$ cat src/rtl/iptr_pkg.sv
//------------------------------------------------------------------------------
// iptr_pkg
// Shared types and constants for the inverted page table TLB refill block.
//------------------------------------------------------------------------------
package iptr_pkg;

    localparam int NUM_FRAMES  = 32;
    localparam int TLB_ENTRIES = 4;
    localparam int STACK_PAGES = 8;
    localparam int NUM_SPACES  = 16;

    localparam int FW = $clog2(NUM_FRAMES);
    localparam int TW = (TLB_ENTRIES > 1) ? $clog2(TLB_ENTRIES) : 1;
    localparam int SW = 4;
    localparam int PW = 10;
    localparam int OW = 3;
    localparam int SPW = $clog2(NUM_SPACES);

    localparam logic [OW-1:0] OP_MISS    = 3'd0;
    localparam logic [OW-1:0] OP_FLUSH   = 3'd1;
    localparam logic [OW-1:0] OP_REL_SP  = 3'd2;
    localparam logic [OW-1:0] OP_REL_STK = 3'd3;
    localparam logic [OW-1:0] OP_WRITE   = 3'd4;

    localparam logic CFG_POLICY = 1'b0;
    localparam logic CFG_SEED   = 1'b1;

    localparam logic [15:0] LFSR_TAPS = 16'hB400;

    typedef struct packed {
        logic [OW-1:0] op;
        logic [SW-1:0] space_id;
        logic [PW-1:0] virt_page;
    } req_t;

    typedef struct packed {
        logic [4:0]    frame;
        logic          table_hit;
        logic          needs_load;
        logic          evicted;
        logic [SW-1:0] evicted_space;
        logic [PW-1:0] evicted_page;
        logic          write_back;
        logic [1:0]    tlb_slot;
    } rsp_t;

    // Per-frame compare result from the scan unit
    typedef struct packed {
        logic hit;
        logic in_stack;
        logic space_eq;
        logic valid;
        logic alloc;
    } scan_t;

endpackage

$ cat src/rtl/iptr_if.sv
//------------------------------------------------------------------------------
// iptr_req_if / iptr_rsp_if
// Valid/ready channels for request and result items.
//------------------------------------------------------------------------------
interface iptr_req_if;
    logic          valid;
    logic          ready;
    iptr_pkg::req_t data;
    modport source (output valid, output data, input ready);
    modport sink   (input valid, input data, output ready);
endinterface

interface iptr_rsp_if;
    logic          valid;
    logic          ready;
    iptr_pkg::rsp_t data;
    modport source (output valid, output data, input ready);
    modport sink   (input valid, input data, output ready);
endinterface

$ cat src/rtl/iptr_scan.sv
//------------------------------------------------------------------------------
// iptr_scan
// Shared compare unit: tests one table entry against the current request.
//------------------------------------------------------------------------------
module iptr_scan
(
    input  logic [iptr_pkg::SW-1:0] owner_space,
    input  logic [iptr_pkg::PW-1:0] owner_page,
    input  logic                    valid,
    input  logic                    alloc,
    input  logic [iptr_pkg::SW-1:0] space_id,
    input  logic [iptr_pkg::PW-1:0] virt_page,
    output iptr_pkg::scan_t         res
);
    logic [iptr_pkg::PW:0] top;

    // Compare owner against request; stack range is [vp, vp+STACK_PAGES)
    assign top = {1'b0, virt_page} + (iptr_pkg::PW+1)'(iptr_pkg::STACK_PAGES);
    assign res.space_eq = (owner_space == space_id);
    assign res.valid    = valid;
    assign res.alloc    = alloc;
    assign res.hit      = valid && res.space_eq && (owner_page == virt_page);
    assign res.in_stack = (owner_page >= virt_page) && ({1'b0, owner_page} < top);
endmodule

$ cat src/rtl/ipt_tlb_refill_with_eviction.sv
//------------------------------------------------------------------------------
// ipt_tlb_refill_with_eviction
// Inverted page table walk, frame allocation/eviction and TLB refill.
//------------------------------------------------------------------------------
// Usage: requests enter on req (op, space_id, virt_page); only a TLB miss
// produces an item on rsp. Configuration is written through cfg_we,
// cfg_index and cfg_data while the block is idle: index 0 selects FIFO (1)
// or pseudo-random (0) eviction, index 1 loads the LFSR seed (zero -> 1).
// One shared compare unit walks the frame table one entry per cycle. A miss
// scans for a hit and stops at the first matching frame; without a hit, a
// free-frame pass follows the full table pass, and an eviction first reads
// the FIFO head (or steps the LFSR) in S_VICT and S_VRD. A release walks
// every table entry once and clears the valid bit of each matching frame.
// Flush and note write complete in the accepting cycle, so req.ready stays
// high. req.ready is low while an item is in work; one item at a time.
// The result sits in an output register until rsp.ready; a new request is
// accepted while the result still waits, but its own result holds in the
// sequencer (req.ready low) until the output register frees. Reset clears
// all valid, dirty and allocation bits, empties the FIFO, invalidates the
// TLB and loads seed 1; owner fields are read only for valid frames.
//------------------------------------------------------------------------------
module ipt_tlb_refill_with_eviction
(
    input  logic        clk,
    input  logic        rst_n,
    iptr_req_if.sink    req,
    iptr_rsp_if.source  rsp,
    input  logic        cfg_we,
    input  logic        cfg_index,
    input  logic [15:0] cfg_data
);
    localparam int NF = iptr_pkg::NUM_FRAMES;
    localparam int NT = iptr_pkg::TLB_ENTRIES;
    localparam int FW = iptr_pkg::FW;
    localparam int TW = iptr_pkg::TW;

    typedef enum logic [3:0] {
        S_IDLE, S_HSCAN, S_FSCAN, S_VICT, S_VRD, S_EVICT, S_REFILL, S_DONE, S_REL
    } state_t;

    state_t state_reg;

    // Frame table
    logic [iptr_pkg::PW-1:0] own_page [NF];
    logic [iptr_pkg::SW-1:0] own_space [NF];
    logic [NF-1:0] valid_reg, dirty_reg, alloc_reg;
    logic [FW-1:0] fifo_mem [NF];
    logic [FW-1:0] fifo_head_reg;
    logic [FW:0]   fifo_cnt_reg;

    // TLB
    logic [NT-1:0]  tv_reg, td_reg;
    logic [FW-1:0]  tf_reg [NT];
    logic [iptr_pkg::PW-1:0] tp_reg [NT];
    logic [TW-1:0]  rp_reg;

    logic           policy_reg;
    logic [15:0]    lfsr_reg;

    iptr_pkg::req_t cur_reg;
    logic [FW:0]    idx_reg;
    logic [FW-1:0]  f_reg;
    logic           hit_reg, ev_reg, wb_reg;
    logic [iptr_pkg::SW-1:0] evs_reg;
    logic [iptr_pkg::PW-1:0] evp_reg;
    logic           rv_reg;
    iptr_pkg::rsp_t rd_reg;

    iptr_pkg::scan_t sc;
    logic [FW-1:0]   ix;
    logic [iptr_pkg::SW-1:0] spm;
    logic [15:0]     lfsr_step;
    logic [FW-1:0]   fifo_rd_reg;

    assign ix  = idx_reg[FW-1:0];
    assign spm = iptr_pkg::SW'(cur_reg.space_id[iptr_pkg::SPW-1:0]);

    iptr_scan u_scan
    (
        .owner_space (own_space[ix]),
        .owner_page  (own_page[ix]),
        .valid       (valid_reg[ix]),
        .alloc       (alloc_reg[ix]),
        .space_id    (spm),
        .virt_page   (cur_reg.virt_page),
        .res         (sc)
    );

    assign lfsr_step = lfsr_reg[0] ? ((lfsr_reg >> 1) ^ iptr_pkg::LFSR_TAPS) : (lfsr_reg >> 1);

    assign req.ready = (state_reg == S_IDLE);
    assign rsp.valid = rv_reg;
    assign rsp.data  = rd_reg;

    // Owner and FIFO storage, no reset
    always_ff @(posedge clk)
    begin
        fifo_rd_reg <= fifo_mem[fifo_head_reg];
        if (state_reg == S_EVICT)
        begin
            own_page[f_reg]  <= cur_reg.virt_page;
            own_space[f_reg] <= spm;
        end
        if (state_reg == S_FSCAN && !idx_reg[FW] && !sc.alloc && policy_reg)
            fifo_mem[FW'(fifo_head_reg + fifo_cnt_reg[FW-1:0])] <= ix;
        if (state_reg == S_VRD && policy_reg)
        begin
            if (fifo_cnt_reg != '0)
                fifo_mem[FW'(fifo_head_reg + fifo_cnt_reg[FW-1:0])] <= fifo_rd_reg;
            else
                fifo_mem[fifo_head_reg] <= lfsr_step[FW-1:0];
        end
    end

    // Sequencer
    always_ff @(posedge clk or negedge rst_n)
    begin
        if (!rst_n)
        begin
            state_reg     <= S_IDLE;
            valid_reg     <= '0;
            dirty_reg     <= '0;
            alloc_reg     <= '0;
            fifo_head_reg <= '0;
            fifo_cnt_reg  <= '0;
            tv_reg        <= '0;
            td_reg        <= '0;
            rp_reg        <= '0;
            policy_reg    <= 1'b1;
            lfsr_reg      <= 16'd1;
            rv_reg        <= 1'b0;
            idx_reg       <= '0;
        end
        else
        begin
            // Offer a finished result; drop the offer once taken
            if (state_reg == S_DONE && (!rv_reg || rsp.ready))
                rv_reg <= 1'b1;
            else if (rv_reg && rsp.ready)
                rv_reg <= 1'b0;
            if (cfg_we)
            begin
                if (cfg_index == iptr_pkg::CFG_POLICY)
                    policy_reg <= cfg_data[0];
                else
                    lfsr_reg <= (cfg_data == 16'd0) ? 16'd1 : cfg_data;
            end
            case (state_reg)
                S_IDLE:
                begin
                    if (req.valid)
                    begin
                        cur_reg <= req.data;
                        idx_reg <= '0;
                        case (req.data.op)
                            iptr_pkg::OP_MISS:
                            begin
                                hit_reg   <= 1'b0;
                                ev_reg    <= 1'b0;
                                wb_reg    <= 1'b0;
                                evs_reg   <= '0;
                                evp_reg   <= '0;
                                state_reg <= S_HSCAN;
                            end
                            iptr_pkg::OP_REL_SP,
                            iptr_pkg::OP_REL_STK: state_reg <= S_REL;
                            iptr_pkg::OP_FLUSH:
                            begin
                                for (int i = 0; i < NT; i++)
                                    if (tv_reg[i])
                                        dirty_reg[tf_reg[i]] <= td_reg[i];
                                tv_reg <= '0;
                            end
                            iptr_pkg::OP_WRITE:
                            begin
                                for (int i = 0; i < NT; i++)
                                    if (tv_reg[i] && tp_reg[i] == req.data.virt_page)
                                        td_reg[i] <= 1'b1;
                            end
                            default: ;
                        endcase
                    end
                end
                S_REL:
                begin
                    if (idx_reg[FW])
                        state_reg <= S_IDLE;
                    else
                    begin
                        if (sc.valid && sc.space_eq &&
                            (cur_reg.op == iptr_pkg::OP_REL_SP || sc.in_stack))
                            valid_reg[ix] <= 1'b0;
                        idx_reg <= idx_reg + 1'b1;
                    end
                end
                S_HSCAN:
                begin
                    if (idx_reg[FW])
                    begin
                        idx_reg   <= '0;
                        state_reg <= S_FSCAN;
                    end
                    else if (sc.hit)
                    begin
                        f_reg     <= ix;
                        hit_reg   <= 1'b1;
                        state_reg <= S_REFILL;
                    end
                    else
                        idx_reg <= idx_reg + 1'b1;
                end
                S_FSCAN:
                begin
                    if (idx_reg[FW])
                        state_reg <= S_VICT;
                    else if (!sc.alloc)
                    begin
                        f_reg         <= ix;
                        alloc_reg[ix] <= 1'b1;
                        if (policy_reg && fifo_cnt_reg != (FW+1)'(NF))
                            fifo_cnt_reg <= fifo_cnt_reg + 1'b1;
                        state_reg <= S_EVICT;
                    end
                    else
                        idx_reg <= idx_reg + 1'b1;
                end
                S_VICT:
                    // fifo_rd_reg now holds the head entry
                    state_reg <= S_VRD;
                S_VRD:
                begin
                    if (policy_reg && fifo_cnt_reg != '0)
                    begin
                        f_reg         <= fifo_rd_reg;
                        fifo_head_reg <= FW'(fifo_head_reg + 1'b1);
                    end
                    else
                    begin
                        f_reg    <= lfsr_step[FW-1:0];
                        lfsr_reg <= lfsr_step;
                        if (policy_reg)
                            fifo_cnt_reg <= fifo_cnt_reg + 1'b1;
                    end
                    state_reg <= S_EVICT;
                    idx_reg   <= '1;
                end
                S_EVICT:
                begin
                    // idx_reg all-ones marks the eviction path
                    if (idx_reg[FW] && valid_reg[f_reg])
                    begin
                        logic dnew;
                        dnew = dirty_reg[f_reg];
                        if (own_space[f_reg] == spm)
                            for (int i = 0; i < NT; i++)
                                if (tv_reg[i] && tf_reg[i] == f_reg)
                                begin
                                    dnew = td_reg[i];
                                    tv_reg[i] <= 1'b0;
                                end
                        ev_reg  <= 1'b1;
                        evs_reg <= own_space[f_reg];
                        evp_reg <= own_page[f_reg];
                        wb_reg  <= dnew;
                    end
                    valid_reg[f_reg] <= 1'b1;
                    dirty_reg[f_reg] <= 1'b0;
                    state_reg <= S_REFILL;
                end
                S_REFILL:
                begin
                    logic [TW-1:0] np;
                    logic dv;
                    np = (NT == 1) ? '0 : TW'((32'(rp_reg) + 1) % NT);
                    dv = dirty_reg[f_reg];
                    if (tv_reg[np])
                    begin
                        dirty_reg[tf_reg[np]] <= td_reg[np];
                        if (tf_reg[np] == f_reg)
                            dv = td_reg[np];
                    end
                    rp_reg     <= np;
                    tv_reg[np] <= 1'b1;
                    td_reg[np] <= dv;
                    tf_reg[np] <= f_reg;
                    tp_reg[np] <= cur_reg.virt_page;
                    state_reg  <= S_DONE;
                end
                S_DONE:
                begin
                    // Hold the result until the output register frees
                    if (!rv_reg || rsp.ready)
                    begin
                        rd_reg.frame         <= 5'(f_reg);
                        rd_reg.table_hit     <= hit_reg;
                        rd_reg.needs_load    <= !hit_reg;
                        rd_reg.evicted       <= ev_reg;
                        rd_reg.evicted_space <= evs_reg;
                        rd_reg.evicted_page  <= evp_reg;
                        rd_reg.write_back    <= wb_reg;
                        rd_reg.tlb_slot      <= 2'(rp_reg);
                        state_reg <= S_IDLE;
                    end
                end
                default: state_reg <= S_IDLE;
            endcase
        end
    end

    // A result is offered only after a refill
    a_rsp_src: assert property (@(posedge clk) disable iff (!rst_n)
        $rose(rv_reg) |-> $past(state_reg) == S_DONE)
        else $error("result without refill");
    a_fifo_cap: assert property (@(posedge clk) disable iff (!rst_n)
        fifo_cnt_reg <= (FW+1)'(NF))
        else $error("fifo overflow");
    a_lfsr_nz: assert property (@(posedge clk) disable iff (!rst_n)
        lfsr_reg != 16'd0)
        else $error("lfsr zero");
    a_busy: assert property (@(posedge clk) disable iff (!rst_n)
        (state_reg == S_HSCAN) |-> !req.ready)
        else $error("ready while scanning");
endmodule

$ cat src/flat_wrapper.sv
// flat-port wrapper written by rule: the top's interface ports become plain ports
module ipt_tlb_refill_with_eviction_flat 
  (clk, rst_n, cfg_we, cfg_index, cfg_data, req_valid, req_data, req_ready, rsp_valid, rsp_data, rsp_ready);
  iptr_req_if req_i ();
  iptr_rsp_if rsp_i ();
  input  logic clk;
  input  logic rst_n;
  input  logic cfg_we;
  input  logic cfg_index;
  input  logic [15:0] cfg_data;
  input wire logic [$bits(req_i.valid)-1:0] req_valid;
  input wire logic [$bits(req_i.data)-1:0] req_data;
  output wire logic [$bits(req_i.ready)-1:0] req_ready;
  output wire logic [$bits(rsp_i.valid)-1:0] rsp_valid;
  output wire logic [$bits(rsp_i.data)-1:0] rsp_data;
  input wire logic [$bits(rsp_i.ready)-1:0] rsp_ready;
  assign req_i.valid = req_valid;
  assign req_i.data = req_data;
  assign req_ready = req_i.ready;
  assign rsp_valid = rsp_i.valid;
  assign rsp_data = rsp_i.data;
  assign rsp_i.ready = rsp_ready;
  ipt_tlb_refill_with_eviction u_core (.clk(clk), .rst_n(rst_n), .req(req_i), .rsp(rsp_i), .cfg_we(cfg_we), .cfg_index(cfg_index), .cfg_data(cfg_data));
endmodule
$ cat config.mk
export PLATFORM = sky130hd
export DESIGN_NAME = ipt_tlb_refill_with_eviction_flat
export DESIGN_NICKNAME = d
export VERILOG_FILES = /design/src/rtl/iptr_pkg.sv /design/src/rtl/iptr_if.sv /design/src/rtl/iptr_scan.sv /design/src/rtl/ipt_tlb_refill_with_eviction.sv /design/src/flat_wrapper.sv
export SDC_FILE = /design/constraint.sdc
export NUM_CORES = 2
export LEC_CHECK = 0
export BUFFER_PORTS_ARGS = -buffer_cell sky130_fd_sc_hd__clkbuf_2
export CORE_MARGIN = 4
export CORE_UTILIZATION = 35
export DETAILED_ROUTE_END_ITERATION = 16
export MAX_ROUTING_LAYER = met4
export PLACE_DENSITY_LB_ADDON = 0.08
export SLEW_MARGIN = 20
export SYNTH_ARGS = -nofsm -noshare
export SYNTH_HDL_FRONTEND = slang
export SYNTH_SLANG_ARGS = --single-unit
$ cat constraint.sdc
create_clock -name clk -period 6.75 [get_ports clk]
set_input_delay 1.0125 -clock clk [delete_from_list [all_inputs] [get_ports clk]]
set_output_delay 1.0125 -clock clk [all_outputs]
set_load 0.005 [all_outputs]
Word level (Yosys, flattened, before mapping) --
Memories as Yosys holds them, arrays and structs flattened. A register that Yosys moved wholly into a read port is not among the register bits. Cells that the tools add are included.
Word-level totals: register bits 209, memory bits (writable) 668, word-level logic and storage cells 357, memories 5
Operators by class: $add $sub $neg 6, $lt $le $gt $ge 18, eq/ne operators 57, mux-type cells 149, bitwise logic cells 12, reduce and logical (&&, ||, !) cells 73
Memories:
- u_core.own_page | depth 32, width 10, read ports 2, clocked after Yosys merged registers in 1, wr ports 1, line ipt_tlb_refill_with_eviction.sv:44 | logic [iptr_pkg::PW-1:0] own_page [NF];
- u_core.fifo_mem | depth 32, width 5, read ports 1, clocked after Yosys merged registers in 1, wr ports 1, line ipt_tlb_refill_with_eviction.sv:47 | logic [FW-1:0] fifo_mem [NF];
- u_core.own_space | depth 32, width 4, read ports 2, clocked after Yosys merged registers in 1, wr ports 1, line ipt_tlb_refill_with_eviction.sv:45 | logic [iptr_pkg::SW-1:0] own_space [NF];
- u_core.tp_reg | depth 4, width 10, read ports 4, clocked after Yosys merged registers in 0, wr ports 1, line ipt_tlb_refill_with_eviction.sv:54 | logic [iptr_pkg::PW-1:0] tp_reg [NT];
- u_core.tf_reg | depth 4, width 5, read ports 5, clocked after Yosys merged registers in 0, wr ports 1, line ipt_tlb_refill_with_eviction.sv:53 | logic [FW-1:0] tf_reg [NT];
Operators with widths (count):
- 32-bit two-way mux | 18
- 32-bit bitwise mux | 5
- 16-bit two-way mux | 6
- 32-bit case mux with 3 select lines | 1
- 6-bit two-way mux | 11
- 32-bit AND | 2
- 4-bit two-way mux | 16
- 32-bit inverter | 2
- 32-bit bitwise OR | 2
- 32-bit case mux with 2 select lines | 1
- 6-bit AND reduction | 9
- 1-bit two-way mux | 51
- 10-bit equality test | 5
- 5-bit two-way mux | 10
- 5-bit by 6-bit < comparator with 1-bit output, second input constant | 7
- 4-bit case mux with 9 select lines | 1
- 1-bit demux with 5-bit select | 7
- 5-bit by 1-bit greater-or-equal comparator with 1-bit output, second input constant | 7
- 1-bit logical AND | 30
- 10-bit two-way mux | 3
- 2-bit != test, second input constant | 15
- 6-bit case mux with 5 select lines | 1
- 5-bit equality test | 5
- 2-bit by 1-bit != test with 1-bit output, second input constant | 12
- other kinds (49) | 88

Depth between registers and ports, before layout --
depth after elaboration 24, mapped depth 19

By module --
Synthesis repeated with hierarchy kept, for this count alone.
Unflattened totals: cells, all modules 2865, area total of the unflattened synthesis 43367.8 sq um
Modules (own cells, without submodules):
- ipt_tlb_refill_with_eviction | times used 1, cells an instance 2789, area an instance 42787.3 sq um, sequential area each 25812.3 sq um
- iptr_scan | times used 1, cells an instance 76, area an instance 580.6 sq um, sequential area each 0.0 sq um

Worst setup path after synthesis --
Ideal clock, no wire load.
kind reg2reg, from reg u_core.idx_reg[1], to reg u_core.f_reg[0] (enable), data arrival time 4429 ps, slack 2012 ps, cell stages (with the launch flop) 18, buffers on the path 8, period minus slack after synthesis 4738 ps, cell sequence dfrtp_1 -> buf_6 -> buf_2 -> buf_4 -> buf_2 -> buf_1 -> clkbuf_1 -> clkbuf_1 -> mux4_2 -> a32oi_1 -> o2111ai_1 -> ha_1 -> nand4_1 -> nor3_1 -> a21oi_2 -> or3_1 -> buf_6 -> inv_1
Between the ends: longest elaborated chain between the ends 6, elaborated cells on any way between the ends 13, classes of those cells eq/ne: 4; mux: 4; reduce/logical: 3; memory: 2
RTL lines:
- start, declared | line ipt_tlb_refill_with_eviction.sv:61 | logic [FW:0] idx_reg;
- start signal, assigned | line ipt_tlb_refill_with_eviction.sv:193 | idx_reg <= idx_reg + 1'b1;
- start signal, assigned | line ipt_tlb_refill_with_eviction.sv:210 | idx_reg <= idx_reg + 1'b1;
- start signal, assigned | line ipt_tlb_refill_with_eviction.sv:225 | idx_reg <= idx_reg + 1'b1;
- memory read 32 x 4 bit / 1-bit binary-select mux with 5-bit select (equally long branches)
- 4-bit equality test / 1-bit two-way mux (equally long branches) | line iptr_scan.sv:19, ipt_tlb_refill_with_eviction.sv:82
- 1-bit logical AND (2 in series) | line iptr_scan.sv:22 | assign res.hit = valid && res.space_eq && (owner_page == virt_page);
- 2-bit by 1-bit != test with 1-bit output (no source line)
- 6-bit AND reduction (no source line) *
- end signal, assigned | line ipt_tlb_refill_with_eviction.sv:205 | f_reg <= ix;
- end signal, assigned | line ipt_tlb_refill_with_eviction.sv:218 | f_reg <= ix;
- end signal, assigned | line ipt_tlb_refill_with_eviction.sv:234 | f_reg <= fifo_rd_reg;
- end, declared | line ipt_tlb_refill_with_eviction.sv:62 | logic [FW-1:0] f_reg;
Every way passes the cells marked *; elsewhere a longest branch is shown, timed or not. The select of a mux whose other input is x is not followed. A chain may end at the register's enable or synchronous reset.

Final worst setup path --
from reg u_core.idx_reg[1], to mem u_core.fifo_mem[11][1] (netlist bit) (enable)
Between the ends: longest elaborated chain between the ends 9
RTL lines:
- 1-bit binary-select mux with 5-bit select | line ipt_tlb_refill_with_eviction.sv:83 | .alloc (alloc_reg[ix]),
- 1-bit two-way mux (implied by the code) | line ipt_tlb_refill_with_eviction.sv:83
- 1-bit logical NOT | line ipt_tlb_refill_with_eviction.sv:104 | if (state_reg == S_FSCAN && !idx_reg[FW] && !sc.alloc && policy_reg)
- 1-bit logical AND (2 in series) | line ipt_tlb_refill_with_eviction.sv:104
- 1-bit two-way mux | line ipt_tlb_refill_with_eviction.sv:104
- 1-bit two-way mux (implied by the code) | line ipt_tlb_refill_with_eviction.sv:105 | fifo_mem[FW'(fifo_head_reg + fifo_cnt_reg[FW-1:0])] <= ix;
- 1-bit bitwise OR (no source line)
- 1-bit two-way mux (no source line)
- end, declared | line ipt_tlb_refill_with_eviction.sv:47
Every way passes these cells. The select of a mux whose other input is x is not followed.

==> run_results.csv <==
group,metric,value,unit
cells_and_area,drive_above_1_share,23.10,%
setup_path,max_stage_delay,1050,ps
power_and_ir_drop,p_leak,16.50,nW
power_and_ir_drop,power_density,441.3,nW/um2
global_route,grt_pass1_vias,27780,
clock_network,clkTransAtPathRegs,60,ps
cells_and_area,largest_reg_flops,320,
hold_path,hp-class,"in -> async",
setup_path,crit_arrival,5740,ps
synthesis,synth_edf_count,732,
timing,rsz0062_at_grt,"false",
cells_and_area,top_regs,"u_core.own_page: 320 flops, u_core.fifo_mem: 160 flops, u_core.own_space: 128 flops",
timing,tightest_slew,1147,ps
setup_path,cp_slowest_cell,"dfrtp_4",
synthesis,synth.avg_cell_area,14.88,um2
synthesis,synthCells,2930,
placement,gp_congestion,0.8917,
synthesis,yosysWarnings,0,
die,die_x,360.9,um
routing,num_vias,27714,
cells_and_area,final_cell_mix,"edfxtp_1 (732), mux4_2 (301), mux2i_1 (167), nor2_1 (145)",
routing,drc,0,
routing,drt_pass1_iterations,8,
setup_path,cp-end-kind,"register",
cells_and_area,syn_to_final_growth,13.14,%
setup_path,crit_chain,"buf_12 > mux2i_1 > o22ai_1 > nor4_1 > o211ai_1 > nor3_2 > o21a_1 > o21ai_1 > nand2b_1 > nor2_1",
setup_path,crit_fanout,62,
global_route,grt_overflow,0,
synthesis,synth_area,43600,um2
cells_and_area,final_nets,3035,
die,start_util,35.26,%
placement,place_inst,4493,
synthesis,synth_cell_types,84,
clock_network,clk_path_buf_depth,3,
routing,ant_nets,0,
die,dieHeight,360.9,um
timing,max_slew_margin,23.38,%
synthesis,synthArstFlopShare,16.35,%
cells_and_area,stdcell_count,4689,
timing,period_minus_slack,5372,ps
die,core_area,123600,um2
outcome,status,"finished, final reports clean",
timing,clock.fmax,186.2,MHz
routing,first_iter_violations,2807,
clock_network,post_cts_buffers,0,
flow_run,maxCapViolations,0,
setup_path,required,7120,ps
global_route,antenna_found_initial,6,
clock_network,cts_root_buffer,"clkbuf_16",
clock_network,cts_buffers,102,
placement,portBuffers,65,
timing,finalHoldViolCount,0,
timing,tns,0,ps
clock_network,cts.sinks,887,
timing,period_share,79.58,%
global_route,globalRouteTotalUtil,22.78,%
clock_network,ctsHoldBuffers,0,
synthesis,syn_nets,3004,
setup_path,crit_type,"reg -> reg",
cells_and_area,regMostFlops,"u_core.own_page",
power_and_ir_drop,irDropWorstVdd,218.1,uV
routing,drt_wl_total,145900,um
timing,setup_viol,0,
global_route,grt_start_max_net_pins,67,
placement,postPlaceCellArea,45960,um2
clock_network,cts_tree,"done",
routing,wl_per_cell,31.11,um
die,ioPinCount,66,
timing,finalClockSkew,43.69,ps
clock_network,postCtsResizedCells,0,
die,die_area,130300,um2
cells_and_area,design_area,49330,um2
synthesis,synth-seq-cells,887,
synthesis,yosysSeqAreaShare,59.21,%
timing,drv_slew,0,
routing,via_per_inst,5.910,
cells_and_area,mostFrequentLayoutCell,"edfxtp_1",
clock_network,insertion_delay,730,ps
synthesis,synthFlopType,"edfxtp_1",
clock_network,htreeDepth,3,
setup_path,start_kind,"register",
placement,place_hpwl,94140,um
die,placementRows,129,
global_route,grt_pass1_wl,209200,um
worst paths after layout:
check | from | endpoint | slack (ps) | depth (start not counted)
max | u_core.idx_reg[1] | u_core.fifo_mem[11][1] | 1380 | 10
min reg2reg | u_core.evs_reg[0] | u_core.rsp.data[13] | 420 | 0
max in group asynchronous | rst_n | u_core.idx_reg[2] | 5110 | 2
min in group clk | u_core.evs_reg[0] | u_core.rsp.data[13] | 420 | 0
min | rst_n | u_core.dirty_reg[25] | 220 | 1
max reg2reg | u_core.idx_reg[1] | u_core.fifo_mem[11][1] | 1380 | 10
metal layers:
metal,GRT usage (%),vias to the layer above,routed length (um)
met2,35.39,1066,68600
met4,6.472,0,4203
met1,31.64,14614,64620
met5,-,-,0
li1,-,11830,-
met3,2.997,204,8435
cell usage after synthesis, drive strengths merged (7+ instances only):
cell	instances	area share, %
a21o	7	0.12
a21oi	140	1.6
a221o	22	0.51
a221oi	7	0.14
a22oi	31	0.53
a2bb2oi	32	0.64
a31oi	31	0.44
a32oi	13	0.26
and2	8	0.11
and3	27	0.39
and3b	8	0.16
buf	66	0.80
clkbuf	160	1.4
dfrtp	143	8.2
dfxtp	10	0.46
edfxtp	732	50
ha	34	0.98
inv	33	0.28
mux2	23	0.64
mux2i	167	3.8
mux4	301	16
nand2	144	1.2
nand2b	15	0.22
nand3	46	0.53
nand3b	16	0.28
nand4	18	0.26
nor2	180	1.5
nor2b	21	0.30
nor3	17	0.21
nor3b	18	0.31
nor4	24	0.38
o2111ai	7	0.14
o21ai	147	1.7
o21bai	30	0.52
o221ai	7	0.14
o22ai	41	0.59
o31ai	25	0.43
xnor2	68	1.4
xor2	27	0.54
report_power, final:
group | internal (mW) | switching [mW] | leakage [nW]
sequential | 6.74 | 1.02 | 8.52
clock | 3.13 | 2.36 | 1.62
combinational | 3.63 | 4.90 | 6.35
layout make-up:
cell class              instances  area, um2
clock inverters                56      550.5
inverters                      34      127.6
fillers                     11418      74310
repair buffers                153       1050
flip-flops and latches        887      25840
diodes                          4      10.01
multi-input cells            1783      16950
well taps                    1637       2048
clock buffers                 135       2758
through the flow:
step	utilization [%]	hold slack (ps)	power, mW	worst slack, ps
3_5_place_dp	37.18	406.5	16.39	1361
4_1_cts	39.85	185.0	21.94	1334
5_1_grt	39.89	227.1	22.87	1087
6_report	39.90	222.2	21.77	1378
2_1_floorplan	-	400.3	13.35	2012
3_3_place_gp	37.18	403.1	16.35	1436
logic make-up after synthesis:
group / count (synthesis) / share of synthesized area [%]
AOI/OAI and AO/OA: 584 / 8.711
xor gates and xnor gates: 95 / 1.909
adders and majority gates: 36 / 1.045
buffers and inverters: 260 / 2.471
DFF: 887 / 59.21
muxes: 491 / 20.02
and+or+nand+nor: 577 / 6.635
critical path, delay by kind of cell, from the launching register on:
family,cells,cell delay [ps]
mux,1,440
simple gates,4,2220
buf+inv,1,480
flops,1,1050
compound gates,4,800
Power figures use the tool's default switching activity.
